[src/rtl/slru_pkg.sv]
// ----------------------------------------------------------------------------
// slru_pkg
// Shared constants, codes and types of the segmented LRU block cache.
// ----------------------------------------------------------------------------
package slru_pkg;

  // segment sizes and run limit
  localparam int unsigned P_ENTRIES = 64;
  localparam int unsigned Q_ENTRIES = 64;
  localparam int unsigned MAX_ENTRIES = (P_ENTRIES > Q_ENTRIES) ? P_ENTRIES : Q_ENTRIES;
  localparam int unsigned IDX_W = (MAX_ENTRIES > 1) ? $clog2(MAX_ENTRIES) : 1;
  localparam int unsigned USED_W = $clog2(MAX_ENTRIES + 1);
  localparam int unsigned MAX_RUN = 64;
  localparam int unsigned RUN_W = 7;
  localparam int unsigned TAG_W = 64;
  localparam int unsigned ADDR_W = 48;
  localparam int unsigned BSL_W = 5;
  localparam logic [BSL_W-1:0] BSL_RESET = 5'd12;

  // block queue between front and back
  localparam int unsigned FIFO_DEPTH = 4;
  localparam int unsigned FIFO_PTR_W = $clog2(FIFO_DEPTH);
  localparam int unsigned FIFO_CNT_W = $clog2(FIFO_DEPTH + 1);

  // where a block was found
  localparam logic [1:0] WHERE_MISS = 2'd0;
  localparam logic [1:0] WHERE_PROB = 2'd1;
  localparam logic [1:0] WHERE_PROT = 2'd2;

  // request kinds
  localparam logic OP_READ = 1'b0;
  localparam logic OP_DEMOTE = 1'b1;

  // segment select
  localparam logic SEG_PROT = 1'b0;
  localparam logic SEG_PROB = 1'b1;

  // one block of a request
  typedef struct packed {
    logic [31:0] blk;
    logic [31:0] obj;
    logic [3:0]  origin;
    logic        op;
    logic        last;
  } slru_item_t;

  // queue write side: push from the front and the queue's full flag
  typedef struct packed {
    logic push;
    logic full;
  } slru_qwr_t;

endpackage

[src/rtl/slru_front.sv]
// ----------------------------------------------------------------------------
// slru_front
// Accepts requests and splits each run into per-block items for the queue.
// ----------------------------------------------------------------------------
module slru_front (
  input  logic                 clk,
  input  logic                 rst_n,
  input  logic                 start,
  output logic                 busy,
  input  logic                 in_op,
  input  logic [3:0]           in_origin,
  input  logic [31:0]          in_object_id,
  input  logic [31:0]          in_first_block,
  input  logic [6:0]           in_block_count,
  output slru_pkg::slru_qwr_t  qwr,
  input  logic                 q_full,
  output slru_pkg::slru_item_t q_item
);

  logic                          busy_r, busy_nxt;
  logic [31:0]                   blk_r, blk_nxt;
  logic [slru_pkg::RUN_W-1:0]    remain_r, remain_nxt;
  logic                          op_r, op_nxt;
  logic [3:0]                    origin_r, origin_nxt;
  logic [31:0]                   obj_r, obj_nxt;
  logic [slru_pkg::RUN_W-1:0]    count_sat;
  logic                          emit;

  assign busy = busy_r;
  assign emit = busy_r && !q_full;
  assign count_sat = (in_block_count > slru_pkg::RUN_W'(slru_pkg::MAX_RUN)) ?
                     slru_pkg::RUN_W'(slru_pkg::MAX_RUN) : in_block_count;

  // item toward the queue
  always_comb begin
    q_item.blk = blk_r;
    q_item.obj = obj_r;
    q_item.origin = origin_r;
    q_item.op = op_r;
    q_item.last = (remain_r == slru_pkg::RUN_W'(1));
    qwr.push = emit;
    qwr.full = q_full;
  end

  // request capture and block walk
  always_comb begin
    busy_nxt = busy_r;
    blk_nxt = blk_r;
    remain_nxt = remain_r;
    op_nxt = op_r;
    origin_nxt = origin_r;
    obj_nxt = obj_r;
    if (start && !busy_r) begin
      blk_nxt = in_first_block;
      remain_nxt = count_sat;
      op_nxt = in_op;
      origin_nxt = in_origin;
      obj_nxt = in_object_id;
      busy_nxt = (count_sat != '0);
    end else if (emit) begin
      blk_nxt = blk_r + 32'd1;
      remain_nxt = remain_r - 1'b1;
      busy_nxt = (remain_r != slru_pkg::RUN_W'(1));
    end
  end

  always_ff @(posedge clk) begin
    if (!rst_n) begin
      busy_r <= 1'b0;
    end else begin
      busy_r <= busy_nxt;
    end
  end

  always_ff @(posedge clk) begin
    blk_r <= blk_nxt;
    remain_r <= remain_nxt;
    op_r <= op_nxt;
    origin_r <= origin_nxt;
    obj_r <= obj_nxt;
  end

endmodule

[config.mk]
export PLATFORM = sky130hd
export DESIGN_NAME = slru_front
export DESIGN_NICKNAME = d
export VERILOG_FILES = /design/src/rtl/slru_pkg.sv /design/src/rtl/slru_front.sv
export SDC_FILE = /design/constraint.sdc
export NUM_CORES = 1
export LEC_CHECK = 0
export ABC_AREA = 0
export BUFFER_PORTS_ARGS = -buffer_cell sky130_fd_sc_hd__buf_2
export CORE_ASPECT_RATIO = 1.4
export CORE_MARGIN = 3
export CORE_UTILIZATION = 48
export DETAILED_ROUTE_END_ITERATION = 16
export PLACE_DENSITY = 0.8
export SLEW_MARGIN = 10
export SYNTH_ARGS = -nofsm -noshare
export SYNTH_HDL_FRONTEND = slang
export SYNTH_SLANG_ARGS = --single-unit
export TNS_END_PERCENT = 30
[constraint.sdc]
create_clock -name clk -period 5.4 [get_ports clk]
set_clock_uncertainty 0.05 [all_clocks]
set_input_delay 1.08 -clock clk [delete_from_list [all_inputs] [get_ports clk]]
set_output_delay 1.08 -clock clk [all_outputs]
set_load 0.005 [all_outputs]
==> flow_summary.yaml, run 1 <==
finish:
  multiInputGateArea_um2: 1170
  area_growth_pct: 29.6
  layout.area.seq_um2: 2300
  drive_gt1_share_pct: 39.1
  instances_no_fill: 548
  antenna_cells: 0
  fillCellCount: 612
  final_nets: 531
  design_area_um2: 4640
place:
  placed_area_um2: 4420
  dp_hpwl_um: 5780
  pre_cts_slack_ns: 2.46
  gp_congestion: 0.795
  io_buffer_count: 152
  dp_cells: 532
clock_tree:
  clkTransAtPathRegs_ns: 0.08
  postCtsHoldBufs: 0
  cts_root_buf: "clkbuf_8"
  post_cts_buffers: 0
  clk_latency_ns: 0.35
  h-tree-depth: 3
  clockBufferDepth: 2
  cts_resized: 0
  cts_made_buffers: 9
  cts_tree: "yes"
  cts_sinks: 77
setup_path:
  cp.required_ns: 4.27
  end_kind: "primary output"
  worstSetupPathType: "reg -> out"
  crit_path_start_kind: "flop"
  setup.worst_path.start: "remain_r[3]"
  crit-reg2reg-launch: "blk_r[0]"
  path_max_fanout: 4
  cp.arrival_ns: 1.57
timing:
  holdWs_ns: 0.616
  setup-violations-final: 0
  fmax_mhz: 371
  fin_setup_tns_ns: 0
  slew_violations: 0
  postLayoutSetupSlackWorst_ns: 2.70
  fin_crit_sh_pct: 49.9
  slew_headroom_pct: 61.1
  finalHoldViolCount: 0
  tightest_slew_ns: 0.584
  rsz0062_at_grt: "false"
  min_period_ns: 2.70
die:
  fp-row-count: 36
  coreArea_um2: 7120
  die-area_um2: 8540
  ios: 153
  start_util_pct: 50.2
  dieWidth_um: 78.9
  dieHeight_um: 108
route:
  wirelength_um: 8120
  ant_nets: 0
  wl_per_cell_um: 14.8
  first_pass_iters: 4
  drc: 0
  num_vias: 2909
  drt_iter0_markers: 193
  vias_per_cell: 5.31
power:
  p_int_mw: 1.09
  combPwrFrac_pct: 14.0
  pwr-share-seq_pct: 53.1
  power_switching_share_pct: 25.9
  power_leakage_nw: 1.83
  p_switching_mw: 0.382
  power_density_nw_per_um2: 318
  clockPowerShare_pct: 32.9
  ir_drop_v: 0.000194
grt:
  antenna_found_initial: 0
  grt_pass1_vias: 2570
  grt_overflow_total: 0
  grtUsageTotal_pct: 18.7
  grt_max_degree: 57
  grt_pass1_wl_um: 12200
synth:
  ys_warn_count: 0
  netlist.area_leader.share_pct: 63.8
  syn-num-nets: 379
  ys_ff_latch: 77
  synth_top_area_cell: "edfxtp_1"
  synth_area_leaders: "edfxtp_1, o21ai_0, xnor2_1, nand2_1, a31oi_1"
  ys_seq_area_share_pct: 64.4
  syn_inst: 296
  synth_cell_types: 37
  avgSynthCellArea_um2: 12.1
  syn_area_um2: 3580
min_path:
  holdCritPathClass: "reg -> reg"
  hp-start: "busy"
job:
  drv_cap: 0
outcome:
  status: "complete, no violations"
-- worst max-delay path: stages, from the launching register on --
cell and delay [ns]:
edfxtp_1 0.45, nor4_1 0.40, and3b_1 0.24, buf_2 0.12
-- final cells by class --
class                      count  share of cell area, %
sequential                    77                   49.7
clock inverter                 7                   2.08
tap                           95                   2.56
clock buffer                   9                   2.67
inverter                      10                  0.810
timing repair buffer         155                   16.9
multi-input combinational    195                   25.3
-- placed cells by master (no fill, tap or decap), types with 2 or more instances in the layout --
cell type / n
buf_2: 152
edfxtp_1: 76
nand2_1: 29
o21ai_0: 28
nor2_1: 22
a31oi_1: 17
xnor2_1: 13
nand3_1: 10
or3_1: 10
inv_1: 9
or4_1: 9
clkbuf_8: 9
nand3b_1: 6
nand4_1: 5
o21ai_1: 5
o31ai_1: 5
nor4_1: 5
xor2_1: 5
and4_1: 3
and3_1: 3
nor3_1: 3
ha_1: 3
inv_6: 3
buf_4: 3
nand3_2: 2
nand4b_1: 2
bufinv_16: 2
clkinv_2: 2
-- stage by stage --
step | utilization [%] | total power, mW
3_5_place_dp | 62.0 | 1.00
3_3_place_gp | 62.0 | 0.994
2_1_floorplan | - | 0.897
6_report | 65.1 | 1.48
4_1_cts | 65.1 | 1.49
5_1_grt | 65.1 | 1.55
-- synthesized netlist by cell type, drive strengths merged --
library cell,number
nor4,5
or2,1
o21ai,34
and3,3
and2,1
a31oi,17
buf,6
nand4b,2
nor3b,1
inv,9
clkinv,1
o31ai,5
and4,3
nand3,12
a21boi,1
clkbuf,8
dfxtp,1
nor2,22
nand4,6
nand4bb,1
xnor2,13
or3,10
a21o,1
nor3,3
xor2,5
and3b,1
or4,9
nand3b,6
edfxtp,76
ha,3
o41ai,1
nand2,29
-- power groups by stage --
| stage | combinational, mW | clock [mW] | sequential (mW) |
|---|---|---|---|
| final | 0.206 | 0.486 | 0.783 |
| after global routing | 0.232 | 0.524 | 0.791 |
| after CTS | 0.208 | 0.498 | 0.783 |
| after detailed placement | 0.207 | 0 | 0.796 |
| after global placement | 0.202 | 0 | 0.792 |
| after floorplan | 0.101 | 0 | 0.796 |
-- flip-flops by register name, indices dropped and copies added, names as in the netlist --
name,count
blk_r,32
busy,1
obj_r,32
op_r,1
origin_r,4
remain_r,7
-- cell families after synthesis --
family                   after synthesis  share of synthesized area, %
AO/OA/AOI/OAI                         59                          9.45
XOR/XNOR                              18                          4.41
adder cells (fa/ha/maj)                3                          1.05
buffers and inverters                 24                          3.11
flip-flops                            77                          64.4
AND/OR/NAND/NOR                      115                          17.6
-- worst paths after layout --
path / endpoint / slack, ns / cells after the start
worst min-delay path: busy / 0.62 / 3
worst min register to register: busy / 0.62 / 3
worst max-delay path: q_item[0] / 2.70 / 3
worst max register to register: blk_r[28] / 2.83 / 5
-- layer usage --
metal | track usage, % | vias up | share of wire, % | wire (um)
li1 | - | 1427 | - | -
met1 | 23.3 | 1367 | 40 | 3210
met2 | 29.8 | 100 | 52 | 4210
met3 | 5.42 | 15 | 5.9 | 479
met4 | 9.71 | 0 | 2.7 | 222
met5 | 0 | - | 0 | 0
No activity file was read; power rests on OpenSTA's default activity.
==> inputs of run 2 (changes only) <==
- ABC_AREA: 0 -> 1
- CORE_UTILIZATION: 48 -> 44
- PLACE_DENSITY: 0.8 -> 0.76
- clock period: 5.4 -> 2.3 ns (I/O delays scaled with it)
==> run 2 against run 1 <==
  * Combinational power grew to 2.9 times the previous value
  * Cell count grew 28%
  * Total power grew to 2.7 times the previous value
  * Worst setup slack lost 2.4 ns
  * First-iteration DRC count grew 22%
  * Utilization shrank 5.2 points
  * Routed wire length grew 24%
  * Via count grew 21%
  * Worst hold slack lost 0.37 ns
  * Largest power group unchanged
==> flow_summary.yaml, run 2 <==
die:
  start_util_pct: 45.7
  ios: 153
  die-area_um2: 10200
  dieWidth_um: 86.4
  fp-row-count: 40
  dieHeight_um: 119
  coreArea_um2: 8710
route:
  first_pass_iters: 5
  drc: 0
  wl_per_cell_um: 14.3
  ant_nets: 0
  vias_per_cell: 4.99
  wirelength_um: 10000
  num_vias: 3513
  drt_iter0_markers: 236
setup_path:
  crit-reg2reg-launch: "blk_r[0]"
  worstSetupPathType: "reg -> out"
  path_max_fanout: 2
  crit_path_start_kind: "flop"
  path_cells: "or2_2, nor2_1, nand2_1, inv_1, buf_2"
  critPathMaxStageDelay_ns: 0.38
  crit_path_top_delay_cell: "edfxtp_1"
  end_kind: "primary output"
  cp.arrival_ns: 1.47
  cp.required_ns: 1.79
  reg2reg_depth: 10
  setup.worst_path.start: "remain_r[4]"
job:
  drv_cap: 0
clock_tree:
  cts_root_buf: "clkbuf_16"
  h-tree-depth: 3
  cts_sinks: 77
  post_cts_buffers: 0
  cts_tree: "yes"
  cts_made_buffers: 9
  postCtsHoldBufs: 0
  clockBufferDepth: 2
  cts_resized: 0
  clkTransAtPathRegs_ns: 0.06
  clk_latency_ns: 0.34
min_path:
  hp-start: "in_object_id[15]"
  hold_depth: 1
  holdCritPathClass: "in -> reg"
synth:
  ys_seq_area_share_pct: 57.8
  synthTopCellsByCount: "nand2_1, edfxtp_1, nor2_1, inv_1, nand3_1"
  ys_warn_count: 0
  synth-xor-area-share_pct: 2.20
  synthSimpleGateAreaFrac_pct: 30.1
  post-synth-top-count-cell: "nand2_1"
  ys.flop_type: "edfxtp_1"
  synth_cell_types: 28
  syn_area_um2: 3980
  synth_area_leaders: "edfxtp_1, nand2_1, nor2_1, nand3_1, inv_1"
  synthMuxAreaShare_pct: 0
  synth_top_family_by_area: "simple AND/OR/NAND/NOR gates"
  syn_inst: 436
  synth_top_area_cell: "edfxtp_1"
  ys_ff_latch: 77
  synth_compound_area_share_pct: 4.46
  netlist.area_leader.share_pct: 57.3
  synth_edf_count: 76
  syn-num-nets: 519
  async_flop_share_pct: 0
  avgSynthCellArea_um2: 9.13
  synthAdderAreaFrac_pct: 0.943
timing:
  min_period_ns: 1.98
  slew_violations: 0
  rsz0062_at_grt: "false"
  tightest_slew_ns: 0.401
  postLayoutSetupSlackWorst_ns: 0.318
  fin_setup_tns_ns: 0
  fmax_mhz: 505
  finalHoldViolCount: 0
  setup-violations-final: 0
  fin_crit_sh_pct: 86.2
  slew_headroom_pct: 73.2
finish:
  layout_common_cells: "nand2_1, buf_2, edfxtp_1"
  antenna_cells: 0
  drive_gt1_share_pct: 34.4
  final_common_cell: "nand2_1"
  area_growth_pct: 31.1
  final_nets: 677
  largestRegisters: "blk_r x32, obj_r x32, remain_r x7"
place:
  dp_hpwl_um: 7560
  pre_cts_slack_ns: 0.578
  io_buffer_count: 152
  gp_congestion: 0.880
grt:
  grt_max_degree: 40
  grt_pass1_wl_um: 16500
  antenna_found_initial: 0
  grt_pass1_vias: 3528
  grtUsageTotal_pct: 20.6
  grt_overflow_total: 0
power:
  power_leakage_nw: 2.32
  power_density_nw_per_um2: 755
  ir_drop_v: 0.000590
outcome:
  status: "complete, no violations"
==> run 2: cell count changes in the layout (fill, tap and decap cells not counted), sizes merged, moves of 6 or more <==
cell,before,now
o21ai,34,22
nand3b,6,0
xnor2,13,2
or3,10,0
a31oi,17,4
nor2,22,63
nand2,29,174
nand3,12,26
inv,13,32
or4,9,0
==> run 2: area by class of cell <==
cell class	instances	area [um2]
clock buffer	10	229
clock inverter	6	86.3
fill	801	3490
inverter	32	120
multi-input combinational	317	1510
sequential	77	2300
tap	105	131
timing repair buffer	157	836
==> run 2: power by group <==
| group | total (mW) | switching [mW] | internal [mW] |
|---|---|---|---|
| Sequential | 1.84 | 0.120 | 1.72 |
| Combinational | 0.600 | 0.348 | 0.252 |
| Clock | 1.50 | 0.547 | 0.950 |
==> run 2: path summary, 6_finish.rpt <==
check,end,slack [ns]
max,q_item[0],0.32
min,obj_r[15],0.24
max reg2reg,blk_r[30],0.55
min reg2reg,busy,0.46
==> run 2: worst max-delay path, delay by kind of cell, from the launching register on <==
kind / cells / cell delay, ns
DFF: 1 / 0.38
and+or+nand+nor: 3 / 0.60
buffers and inverters: 2 / 0.16
==> run 2: stage by stage <==
| step | std cells | utilization [%] | hold slack [ns] | instance area, um2 | power, mW |
|---|---|---|---|---|---|
| floorplan | 436 | - | 0.435 | 3990 | 2.17 |
| global placement | 688 | 56.3 | 0.434 | 4900 | 2.45 |
| detailed placement | 688 | 56.3 | 0.453 | 4900 | 2.47 |
| CTS | 704 | 59.9 | 0.234 | 5220 | 3.98 |
| global route | 704 | 59.9 | 0.231 | 5220 | 4.15 |
| finish | 704 | 59.9 | 0.245 | 5220 | 3.94 |
==> run 2: logic make-up (layout without fill, tap and decap cells) <==
family / after synthesis / in the layout
flip-flops: 77 / 77
XOR/XNOR: 10 / 10
AO/OA/AOI/OAI: 33 / 33
buffers and inverters: 42 / 205
adder cells (fa/ha/maj): 3 / 3
AND/OR/NAND/NOR: 271 / 271
==> run 2: per-layer routing <==
metal	GRT usage (%)	part of all wire (%)	wire length, um	up-vias
li1	-	-	-	1752
met1	23.4	37	3720	1591
met2	34.7	52	5200	145
met3	6.76	8.0	801	25
met4	8.77	3.2	318	0
met5	0	0	0	-
