--- config.mk ---
export PLATFORM = sky130hd
export DESIGN_NAME = slru_fifo
export DESIGN_NICKNAME = d
export VERILOG_FILES = /design/src/rtl/slru_pkg.sv /design/src/rtl/slru_fifo.sv
export SDC_FILE = /design/constraint.sdc
export NUM_CORES = 1
export LEC_CHECK = 0
export BUFFER_PORTS_ARGS = -buffer_cell sky130_fd_sc_hd__clkbuf_2
export CAP_MARGIN = 10
export CORE_UTILIZATION = 53
export CTS_BUF_LIST = sky130_fd_sc_hd__clkbuf_4 sky130_fd_sc_hd__clkbuf_8
export CTS_CLUSTER_DIAMETER = 120
export DETAILED_ROUTE_END_ITERATION = 10
export GPL_TIMING_DRIVEN = 0
export PLACE_DENSITY = 0.87
export SLEW_MARGIN = 20
export SYNTH_ARGS = -nofsm -noshare
export SYNTH_HDL_FRONTEND = slang
export SYNTH_SLANG_ARGS = --single-unit
--- constraint.sdc ---
create_clock -name clk -period 3.25 [get_ports clk]
set_clock_uncertainty 0.2 [all_clocks]
set_input_delay 0 -clock clk [delete_from_list [all_inputs] [get_ports clk]]
set_output_delay 0 -clock clk [all_outputs]
set_load 0.01 [all_outputs]
--- src/rtl/slru_pkg.sv ---
// ----------------------------------------------------------------------------
// slru_pkg
// Shared constants, codes and types of the segmented LRU block cache.
// ----------------------------------------------------------------------------
package slru_pkg;

  // segment sizes and run limit
  localparam int unsigned P_ENTRIES = 64;
  localparam int unsigned Q_ENTRIES = 64;
  localparam int unsigned MAX_ENTRIES = (P_ENTRIES > Q_ENTRIES) ? P_ENTRIES : Q_ENTRIES;
  localparam int unsigned IDX_W = (MAX_ENTRIES > 1) ? $clog2(MAX_ENTRIES) : 1;
  localparam int unsigned USED_W = $clog2(MAX_ENTRIES + 1);
  localparam int unsigned MAX_RUN = 64;
  localparam int unsigned RUN_W = 7;
  localparam int unsigned TAG_W = 64;
  localparam int unsigned ADDR_W = 48;
  localparam int unsigned BSL_W = 5;
  localparam logic [BSL_W-1:0] BSL_RESET = 5'd12;

  // block queue between front and back
  localparam int unsigned FIFO_DEPTH = 4;
  localparam int unsigned FIFO_PTR_W = $clog2(FIFO_DEPTH);
  localparam int unsigned FIFO_CNT_W = $clog2(FIFO_DEPTH + 1);

  // where a block was found
  localparam logic [1:0] WHERE_MISS = 2'd0;
  localparam logic [1:0] WHERE_PROB = 2'd1;
  localparam logic [1:0] WHERE_PROT = 2'd2;

  // request kinds
  localparam logic OP_READ = 1'b0;
  localparam logic OP_DEMOTE = 1'b1;

  // segment select
  localparam logic SEG_PROT = 1'b0;
  localparam logic SEG_PROB = 1'b1;

  // one block of a request
  typedef struct packed {
    logic [31:0] blk;
    logic [31:0] obj;
    logic [3:0]  origin;
    logic        op;
    logic        last;
  } slru_item_t;

  // queue write side: push from the front and the queue's full flag
  typedef struct packed {
    logic push;
    logic full;
  } slru_qwr_t;

endpackage

--- src/rtl/slru_fifo.sv ---
// ----------------------------------------------------------------------------
// slru_fifo
// Short block queue between the request front and the cache back.
// ----------------------------------------------------------------------------
module slru_fifo (
  input  logic                 clk,
  input  logic                 rst_n,
  input  logic                 push,
  input  slru_pkg::slru_item_t push_item,
  output logic                 full,
  input  logic                 pop,
  output slru_pkg::slru_item_t pop_item,
  output logic                 empty
);

  slru_pkg::slru_item_t mem_r [slru_pkg::FIFO_DEPTH];
  logic [slru_pkg::FIFO_PTR_W-1:0] wptr_r, wptr_nxt;
  logic [slru_pkg::FIFO_PTR_W-1:0] rptr_r, rptr_nxt;
  logic [slru_pkg::FIFO_CNT_W-1:0] cnt_r, cnt_nxt;
  logic do_push, do_pop;

  assign full = (cnt_r == slru_pkg::FIFO_CNT_W'(slru_pkg::FIFO_DEPTH));
  assign empty = (cnt_r == '0);
  assign do_push = push && !full;
  assign do_pop = pop && !empty;
  assign pop_item = mem_r[rptr_r];

  // pointer and count update
  always_comb begin
    wptr_nxt = do_push ? wptr_r + 1'b1 : wptr_r;
    rptr_nxt = do_pop ? rptr_r + 1'b1 : rptr_r;
    cnt_nxt = cnt_r;
    if (do_push && !do_pop) begin
      cnt_nxt = cnt_r + 1'b1;
    end else if (do_pop && !do_push) begin
      cnt_nxt = cnt_r - 1'b1;
    end
  end

  always_ff @(posedge clk) begin
    if (!rst_n) begin
      wptr_r <= '0;
      rptr_r <= '0;
      cnt_r <= '0;
    end else begin
      wptr_r <= wptr_nxt;
      rptr_r <= rptr_nxt;
      cnt_r <= cnt_nxt;
    end
  end

  // storage
  always_ff @(posedge clk) begin
    if (do_push) begin
      mem_r[wptr_r] <= push_item;
    end
  end

endmodule

==> results by group, run 1 <==
Synth
  • Synth Area in Compound Gates: 0.003170
  • Adder-Cell Fraction of Synth Area: 0.007748
  • Mux contribution to synthesized area: 0.1507
  • Syn avg cell area: between 20 and 30 um2
  • Syn nets: around 500
  • Synthesized cell area: between 0.01 and 0.015 mm2
  • Number of flops mapped to enable cells by yosys: between 200 and 300
  • Post-synthesis sequential area ratio: 0.8058
  • Post-Synth Simple-Gate Area: 0.009509
  • Main combinational cell family by area after synthesis: multiplexers
  • Post-Syn Instances: ~410
  • Async set-reset flop share out of synthesis: 0
  • Ys flop type: edfxtp_1
  • Synth Warn #: 0
  • Post-Synth XOR/XNOR Area: 0.003287
  • Synth cell types: 24
  • #FFs+latches synth: around 290

Pwr
  • Total power draw: a little over 10000 uW
  • Leakage: around 0.0048 uW
  • Max IR drop VDD: approximately 0.66 mV
  • Power density cells: 735.9 mW/mm2

Placed design
  • Gpl congestion: between 0.6 and 0.7
  • Placed Area: 0.01183 mm2
  • DP Worst Slack: ~0.76 ns
  • HPWL Detailed: 11.18 mm
  • Port bufs: ~140

Timing
  • Final worst-path cycle share: 0.8731
  • Final worst setup slack: approximately 0.4 ns
  • Final hold viol count: 0
  • RSZ-0062 raised after global routing: no
  • Max-slew headroom: 0.6463
  • Fin. max-slew vios: 0
  • Max Clk Rate: 352.4 MHz
  • Minimum clock period: around 2.8 ns
  • Final Setup Violations: 0
  • Slew @ Worst Pin: 0.5306 ns

Setup path
  • Flop2flop setup slack: roughly 0.41 ns
  • CP max FO: 7
  • R2R Path End: cnt_r[1]
  • Startpoint Class: flop
  • Worst setup EP type: flop
  • CP arrival: 3.05 ns
  • CP Data Required Time: between 3 and 4 ns
  • RR Startpoint: cnt_r[0]
  • Worst setup path class: reg2reg
  • Worst Reg-to-Reg Cells: 9

Detailed routing
  • Via density: ~5.3
  • Final wirelength: around 20 mm
  • Remaining antenna violation count after routing: 0
  • Via count: around 5400
  • WL per Instance: about 20 um
  • DRT iter0 DRCs: 182
  • Remaining DRCs: 0
  • DR pass1 iterations: 6

GRT
  • Grt met3 use: 0.05065
  • Grt peak-use layer: met2
  • Antenna violations before repair: 0
  • Number of global-route vias before repair: between 5000 and 6000
  • M2 GR Usage: 0.3485
  • Grt ovf: 0
  • Met1 Track Usage GR: 0.2397
  • Tot GR Track Use: 0.1996
  • Pin count of the biggest net entering global routing: 44
  • First-pass GRT wire length: 30.24 mm

Status
  • Status: complete, no violations

Hold path
  • Hold_sp: push_item[9]
  • WHS Endpoint: mem_r[2][9]
  • Worst hold stages: 2
  • Hold WC Path Type: in2reg

Flow run
  • Maxcap violations: 0

Clock tree
  • Clk Latency, worst-skew pair: about 0.54 ns
  • Clock transition at path regs: 0.06 ns
  • CTS Buffer Depth: 3
  • # H-tree levels: 2
  • CTS tree: built
  • CTS sink cnt: 289
  • Clock root buffer master: clkbuf_8
  • CTS Buf Count: 45

Floorplan
  • Chip width: ~140 um
  • Die height: around 140 um
  • Initial Util: 0.5440
  • Row Count: 51
  • Die area: ~0.021 mm2
  • Core Area: about 0.020 mm2
  • Boundary Pins: about 150

Cells and area
  • Layout cells sized above 1: 0.4172
  • Antenna diode count: 0
  • Post-route design area: about 0.014 mm2
  • Final nets: ~800
  • Layout area overhead: 29.01%
critical path, cell delays in order, from the launching register on:
cell	delay, ns
dfxtp_1	0.51
nor3b_2	0.09
nor2b_1	0.12
buf_2	0.21
ha_1	0.24
inv_1	0.07
fa_1	0.44
mux2i_1	0.17
nor2b_1	0.08
dlygate4sd3_1	0.57
per-stage QoR:
| stage | hold WS, ns | std cells | TNS (ns) | utilization |
|---|---|---|---|---|
| 2_1_floorplan | -0.1011 | 414 | 0 | - |
| 3_3_place_gp | 0.01217 | 823 | -283.25 | 0.5978 |
| 3_5_place_dp | 0.02087 | 827 | 0 | 0.6039 |
| 4_1_cts | 0.0001613 | 1008 | 0 | 0.7019 |
| 5_1_grt | 0.006890 | 1008 | 0 | 0.7019 |
| 6_report | 0.02795 | 1008 | 0 | 0.7019 |
registers in the layout, summed over array words and instances (netlist names), named ones only:
register / count
wptr_r: 2
cnt_r: 3
mem_r: 280
rptr_r: 2
where the power goes:
| group | switching, uW | internal [uW] |
|---|---|---|
| logic | 1240 | 1330 |
| clock network | 1280 | 1620 |
| registers | 121 | 4520 |
| total | 2640 | 7480 |
routing by layer:
metal  part of all wire  vias to the layer above
met2               0.52                      204
met5                  0                        -
li1                   -                     2368
met3              0.064                       48
met4              0.027                        0
met1               0.39                     2765
final cells by class:
type                       count  area [um2]
sequential                   289        8588
fill                        1158        5841
timing repair buffer         254        1892
multi-input combinational    104        1869
clock buffer                  66       789.5
tap                          265       331.6
buffer                        18       198.9
clock inverter                 9       68.82
inverter                       3       11.26
cell usage after synthesis, types with 2 or more instances:
master / count / area [um2]
dfxtp_1: 9 / 180.2
mux2i_1: 3 / 30.03
xnor2_1: 3 / 26.28
nand2_1: 4 / 15.01
edfxtp_1: 280 / 8408
buf_12: 7 / 140.1
inv_1: 3 / 11.26
nor2b_1: 2 / 12.51
ha_1: 5 / 62.56
and2_1: 8 / 50.05
mux4_2: 70 / 1577
buf_2: 8 / 40.04
worst max-delay path by stage:
stage                  start            to  slack (ns)
finish              cnt_r[0]      cnt_r[1]        0.41
global route        cnt_r[0]      cnt_r[1]        0.32
CTS                 cnt_r[0]      cnt_r[1]        0.56
detailed placement  cnt_r[0]      cnt_r[2]        0.76
global placement    cnt_r[0]  mem_r[3][46]       -1.02
floorplan           cnt_r[0]   mem_r[0][0]        0.13
cells by family after synthesis:
logic type                 after synthesis
adders and majority gates                6
xor gates and xnor gates                 4
DFF                                    289
muxes                                   73
and+or+nand+nor                         17
buffers and inverters                   21
AOI/OAI and AO/OA                        4
layout by cell type, fill, tap and decap left out, drive strengths merged, types with 2 or more instances in the layout:
cell type / instances
clkbuf: 211
nand2: 4
xnor2: 3
ha: 5
nor2b: 2
dfxtp: 9
mux2i: 3
dlygate4sd3: 106
edfxtp: 280
and2: 8
mux4: 70
inv: 3
clkinvlp: 2
clkinv: 6
buf: 21
what timing repair did:
| item | in CTS | in global routing |
|---|---|---|
| resized for setup | 0 | 0 |
| hold endpoints to repair | 289 | 0 |
| hold buffers | 106 | 0 |
| setup buffers | 0 | 0 |
(Power assumes the default switching activity.)
==> inputs of run 2 (changes only) <==
- CORE_UTILIZATION: 53 -> 51
- CTS_BUF_LIST: sky130_fd_sc_hd__clkbuf_4 sky130_fd_sc_hd__clkbuf_8 -> not set
- PLACE_DENSITY: 0.87 -> 0.85
==> results by group, run 2 (synthesis gave the netlist of run 1 again) <==
Detailed routing
  • DRT iter0 DRCs: ~230
  • Final wirelength: between 15 and 20 mm
  • Via density: around 5.3
  • DR pass1 iterations: 5
  • Via count: 5108
  • WL per Instance: 20.09 um
  • Remaining antenna violation count after routing: 0
  • Remaining DRCs: 0

Pwr
  • Power density cells: 769.8 mW/mm2
  • Max IR drop VDD: roughly 0.65 mV
  • Leakage: approximately 0.0047 uW

Setup path
  • Crit path depth: 9
  • Worst Reg-to-Reg Cells: 9
  • Worst setup path class: reg2reg
  • CP Data Required Time: roughly 3.5 ns
  • Largest delay share family, worst path: adder cells
  • Cell chain of the critical path: nor3b_2, nor2b_1, buf_2, ha_1, inv_1, fa_1, xor2_1, or3_1, a21boi_0
  • Flop2flop setup slack: ~0.65 ns
  • Slowest stage delay, CP: slightly below 0.5 ns
  • CP max FO: 7
  • Critical path's slowest cell: dfxtp_1
  • CP arrival: around 2.8 ns
  • Worst setup EP type: flop
  • CP Buf/Inv Count: 2
  • Startpoint Class: flop

Clock tree
  • Clock root buffer master: clkbuf_16
  • CTS Buffer Depth: 3
  • CTS tree: built
  • # H-tree levels: 1
  • CTS sink cnt: approximately 290
  • # Post-CTS Setup Buffers: 0
  • CTS Buf Count: 29
  • Clock transition at path regs: roughly 0.06 ns
  • Clk Latency, worst-skew pair: 0.51 ns

Floorplan
  • Chip width: 146.6 um
  • Die area: 0.02148 mm2
  • Row Count: 52
  • Die height: ~150 um
  • Initial Util: 0.5233
  • Boundary Pins: 146
  • Core Area: just over 0.02 mm2

Cells and area
  • Post-route design area: between 0.01 and 0.015 mm2
  • Layout cells sized above 1: 0.4049
  • Final nets: 747
  • Max FFs per register: 280
  • Biggest register: mem_r
  • Most frequent cells in the layout: edfxtp_1 (280), clkbuf_2 (144), dlygate4sd3_1 (74)
  • Layout filler cell count: about 1300
  • Final core utilization: 0.6632
  • Regs by FF count: mem_r (280), cnt_r (3)
  • Most common cell after layout, fill and taps aside: edfxtp_1
  • Layout area overhead: 26.73%

Hold path
  • Worst hold stages: 2
  • Hold WC Path Type: in2reg

Timing
  • Max-slew headroom: 0.6245
  • Final Setup Violations: 0
  • Max Clk Rate: 385.0 MHz
  • Min Hold Slack: ~0.034 ns
  • Final worst-path cycle share: 0.7992
  • Final hold viol count: 0
  • Fin. max-slew vios: 0
  • Minimum clock period: around 2.6 ns
  • RSZ-0062 raised after global routing: no
  • Slew @ Worst Pin: around 0.56 ns

GRT
  • Tot GR Track Use: 0.1844
  • Antenna violations before repair: 1
  • Pin count of the biggest net entering global routing: 45
  • Number of global-route vias before repair: roughly 5700
  • Grt ovf: 0
  • First-pass GRT wire length: 30.21 mm

Status
  • Status: complete, no violations

Flow run
  • Maxcap violations: 0

Placed design
  • HPWL Detailed: roughly 12 mm
  • Placed Area: 0.01182 mm2
  • Port bufs: 144
  • Gpl congestion: roughly 0.69
## run 2: cell types whose count changed in the layout (fill, tap and decap cells not counted), moves of 2 or more
cell           previous run  this run
clkinvlp_4                2         0
buf_16                    4         2
clkbuf_1                  1        12
clkbuf_8                 47         4
dlygate4sd3_1           106        74
buf_12                    7         9
clkinv_1                  5         3
clkbuf_4                 19         0
clkbuf_16                 0        29
bufinv_16                 1         3
## run 2: per-stage QoR
stage	setup WS, ns	cells	setup TNS, ns	total power, uW
floorplan	0.1289	414	0	6351
global route	0.4707	959	0	10810
CTS	0.6957	959	0	10500
global placement	-1.024	828	-282.20	7125
finish	0.6527	960	0	10400
detailed placement	0.7089	832	0	7204
## run 2: per-layer routing
| layer | share of wire | global-route usage | up-vias |
|---|---|---|---|
| li1 | - | - | 2278 |
| met2 | 0.52 | 0.3238 | 154 |
| met3 | 0.054 | 0.03375 | 28 |
| met4 | 0.018 | 0.04896 | 0 |
| met1 | 0.41 | 0.2378 | 2648 |
| met5 | 0 | 0 | - |
## run 2: path summary, 6_finish.rpt
kind,from,end
min reg2reg,wptr_r[0],wptr_r[0]
max reg2reg,cnt_r[0],cnt_r[2]
min,push_item[26],mem_r[0][26]
max,cnt_r[0],cnt_r[2]
## run 2: worst reg2reg max path, cell delays in order (launching register included)
cell and delay [ns]:
dfxtp_1 0.49, nor3b_2 0.09, nor2b_1 0.15, buf_2 0.21, ha_1 0.22, inv_1 0.07, fa_1 0.38, xor2_1 0.19
or3_1 0.30, a21boi_0 0.20
## run 2: area by class of cell
cell class	instances	area, um2	share of cell area
inverter	3	11.26	0.0008337
sequential	289	8588	0.6359
multi-input combinational	104	1869	0.1384
buffer	18	198.9	0.01473
timing repair buffer	222	1556	0.1152
tap	270	337.8	0.02501
antenna	1	2.502	0.0001853
clock inverter	9	120.1	0.008893
clock buffer	44	822.0	0.06086
## run 2: repair_timing
action	CTS	global route
hold buffers	74	0
resized for setup	0	0
endpoints found under the hold margin	289	0
## run 2: report_power, final
part	internal, uW	switching (uW)	leakage [uW]	total [uW]
registers	4520	115	0.00264	4640
logic	1290	1230	0.00157	2520
clock network	1970	1270	0.000458	3240
==> inputs of run 3 (changes only) <==
- ABC_AREA: not set -> 1
- CORE_UTILIZATION: 51 -> 57
- PLACE_DENSITY: 0.85 -> 0.89
- clock period: 3.25 -> 2.45 ns (I/O delays scaled with it)
==> results by group, run 3 <==
Setup path
  • Worst Reg-to-Reg Cells: 9
  • Worst Setup EP: pop_item[43]
  • CP arrival: 2.19 ns
  • Startpoint Class: flop
  • R2R Path End: cnt_r[1]
  • CP Data Required Time: ~2.3 ns
  • RR Startpoint: cnt_r[1]
  • Flop2flop setup slack: approximately 0.20 ns
  • Worst setup path class: reg2out
  • Worst setup EP type: primary output
  • CP max FO: 10

Hold path
  • Hold WC Path Type: in2reg

Cells and area
  • Layout filler cell count: between 1000 and 1500
  • Biggest register: mem_r
  • Most common cell after layout, fill and taps aside: edfxtp_1
  • Most frequent cells in the layout: edfxtp_1 (280), clkbuf_2 (148), o21ai_0 (111)
  • Regs by FF count: mem_r (280), cnt_r (3)
  • Max FFs per register: 280
  • Layout cells sized above 1: 0.3081
  • Final nets: around 1100
  • Layout area overhead: 27.42%
  • Final core utilization: 0.7438

Pwr
  • Leakage: between 0.005 and 0.006 uW
  • Max IR drop VDD: 0.7024 mV
  • Power density cells: around 1000 mW/mm2
  • Total power draw: between 10000 and 15000 uW

Timing
  • Minimum clock period: about 2.4 ns
  • Min Hold Slack: 0.03712 ns
  • Final worst setup slack: around 0.061 ns
  • Fin. max-slew vios: 0
  • Final Setup Violations: 0
  • Slew @ Worst Pin: ~0.54 ns
  • Final worst-path cycle share: 0.9749
  • Max-slew headroom: 0.6404
  • RSZ-0062 raised after global routing: no
  • Final hold viol count: 0
  • Max Clk Rate: 418.7 MHz

Synth
  • Synth top cells by count: edfxtp_1 (280), nor2_1 (114), o21ai_0 (111)
  • Post-Syn Instances: ~750
  • Synth Warn #: 0
  • Syn avg cell area: about 15 um2
  • Synthesized cell area: ~0.011 mm2
  • Async set-reset flop share out of synthesis: 0
  • Synth cell types: 21
  • Most frequent cell after synthesis: edfxtp_1
  • Number of flops mapped to enable cells by yosys: 280
  • Top-area cell type share of the netlist area: 0.7352
  • Largest cells by area after synthesis: edfxtp_1 (74%), o21ai_0 (4.9%), o22ai_2 (4.4%)
  • Synth area leader: edfxtp_1
  • Ys flop type: edfxtp_1
  • Syn nets: 826
  • Post-synthesis sequential area ratio: 0.7510
  • #FFs+latches synth: roughly 290

Detailed routing
  • Via count: about 7300
  • DR pass1 iterations: 5
  • DRT iter0 DRCs: between 600 and 700
  • Via density: 5.610
  • Remaining antenna violation count after routing: 0
  • Final wirelength: about 25 mm
  • Remaining DRCs: 0
  • WL per Instance: 19.39 um

Clock tree
  • Clock root buffer master: clkbuf_16
  • # H-tree levels: 1
  • Clk Latency, worst-skew pair: roughly 0.52 ns
  • Clock transition at path regs: ~0.06 ns
  • # Post-CTS Setup Buffers: 0
  • CTS Buf Count: 29
  • CTS tree: built
  • CTS sink cnt: roughly 290
  • CTS Buffer Depth: 3

Placed design
  • DP Worst Slack: about 0.040 ns
  • Port bufs: approximately 150
  • Gpl congestion: between 0.7 and 0.8
  • HPWL Detailed: 14.88 mm

GRT
  • Antenna violations before repair: 1
  • Number of global-route vias before repair: ~7500
  • First-pass GRT wire length: between 30 and 40 mm
  • Grt ovf: 0
  • Pin count of the biggest net entering global routing: 24
  • Tot GR Track Use: 0.2476

Floorplan
  • Die area: around 0.021 mm2
  • Boundary Pins: about 150
  • Chip width: between 100 and 150 um
  • Die height: between 100 and 150 um
  • Initial Util: 0.5838
  • Row Count: between 50 and 60
  • Core Area: 0.01959 mm2

Flow run
  • Maxcap violations: 0

Status
  • Status: complete, no violations
## run 3: cell types whose count changed in the layout (fill, tap and decap cells not counted), moves of 10 or more
cell,change
o22ai_1,+30
nor2_1,+110
o21ai_0,+110
nand2_1,+10
inv_1,+13
nor2_4,+44
o22ai_2,+40
o21ai_1,+30
mux4_2,-70
clkbuf_1,+11
## run 3: report_power, final
group	total [uW]	internal (uW)	switching [uW]
Combinational	4100	1550	2550
Sequential	6190	6000	181
Clock	4610	2860	1750
## run 3: layout make-up
class / instances / area (um2) / area share
clock inverter: 17 / 245.2 / 0.01683
sequential: 289 / 8591 / 0.5896
timing repair buffer: 230 / 1734 / 0.1190
antenna: 2 / 5.005 / 0.0003435
tap: 265 / 331.6 / 0.02275
clock buffer: 36 / 772.0 / 0.05298
buffer: 44 / 316.6 / 0.02172
multi-input combinational: 395 / 2500 / 0.1716
inverter: 18 / 76.32 / 0.005238
## run 3: worst min path at each step
stage	start	endpoint	cells after the start
3_3_place_gp	push_item[48]	mem_r[3][48]	1
6_report	push_item[57]	mem_r[3][57]	2
5_1_grt	push_item[41]	mem_r[1][41]	2
4_1_cts	push_item[57]	mem_r[0][57]	2
3_5_place_dp	push_item[9]	mem_r[3][9]	1
2_1_floorplan	push_item[0]	mem_r[0][0]	0
## run 3: timing repair
action	in CTS	in global routing
cloned	0	0
endpoints found under the setup margin	70	16
hold buffers	73	0
endpoints found under the hold margin	291	0
gates resized for setup	3	7
## run 3: metal layers
metal,vias up,routed length (um),GRT usage
met5,-,0,0
met4,0,564,0.09518
met3,57,1841,0.04365
met2,325,13250,0.4382
met1,3559,9472,0.3029
li1,3330,-,-
## run 3: critical path: stages (launching register included)
cell,delay [ns]
dfxtp_2,0.54
clkinvlp_4,0.35
clkbuf_1,0.33
o21ai_1,0.19
o22ai_1,0.11
clkbuf_2,0.14
## run 3: cells by family after synthesis
family          after synthesis  share of synthesized area
xor+xnor                      1                  0.0007660
simple gates                174                    0.08414
buf+inv                      62                    0.03370
compound gates              214                     0.1232
fa+ha+maj                     6                   0.007221
flops                       289                     0.7510
## run 3: stage by stage
stage	area, um2	std cells	TNS (ns)
5_1_grt	14570	1295	0
3_5_place_dp	12800	1168	0
2_1_floorplan	11450	746	-196.84
3_3_place_gp	12500	1156	-556.21
6_report	14570	1296	0
4_1_cts	14560	1294	0
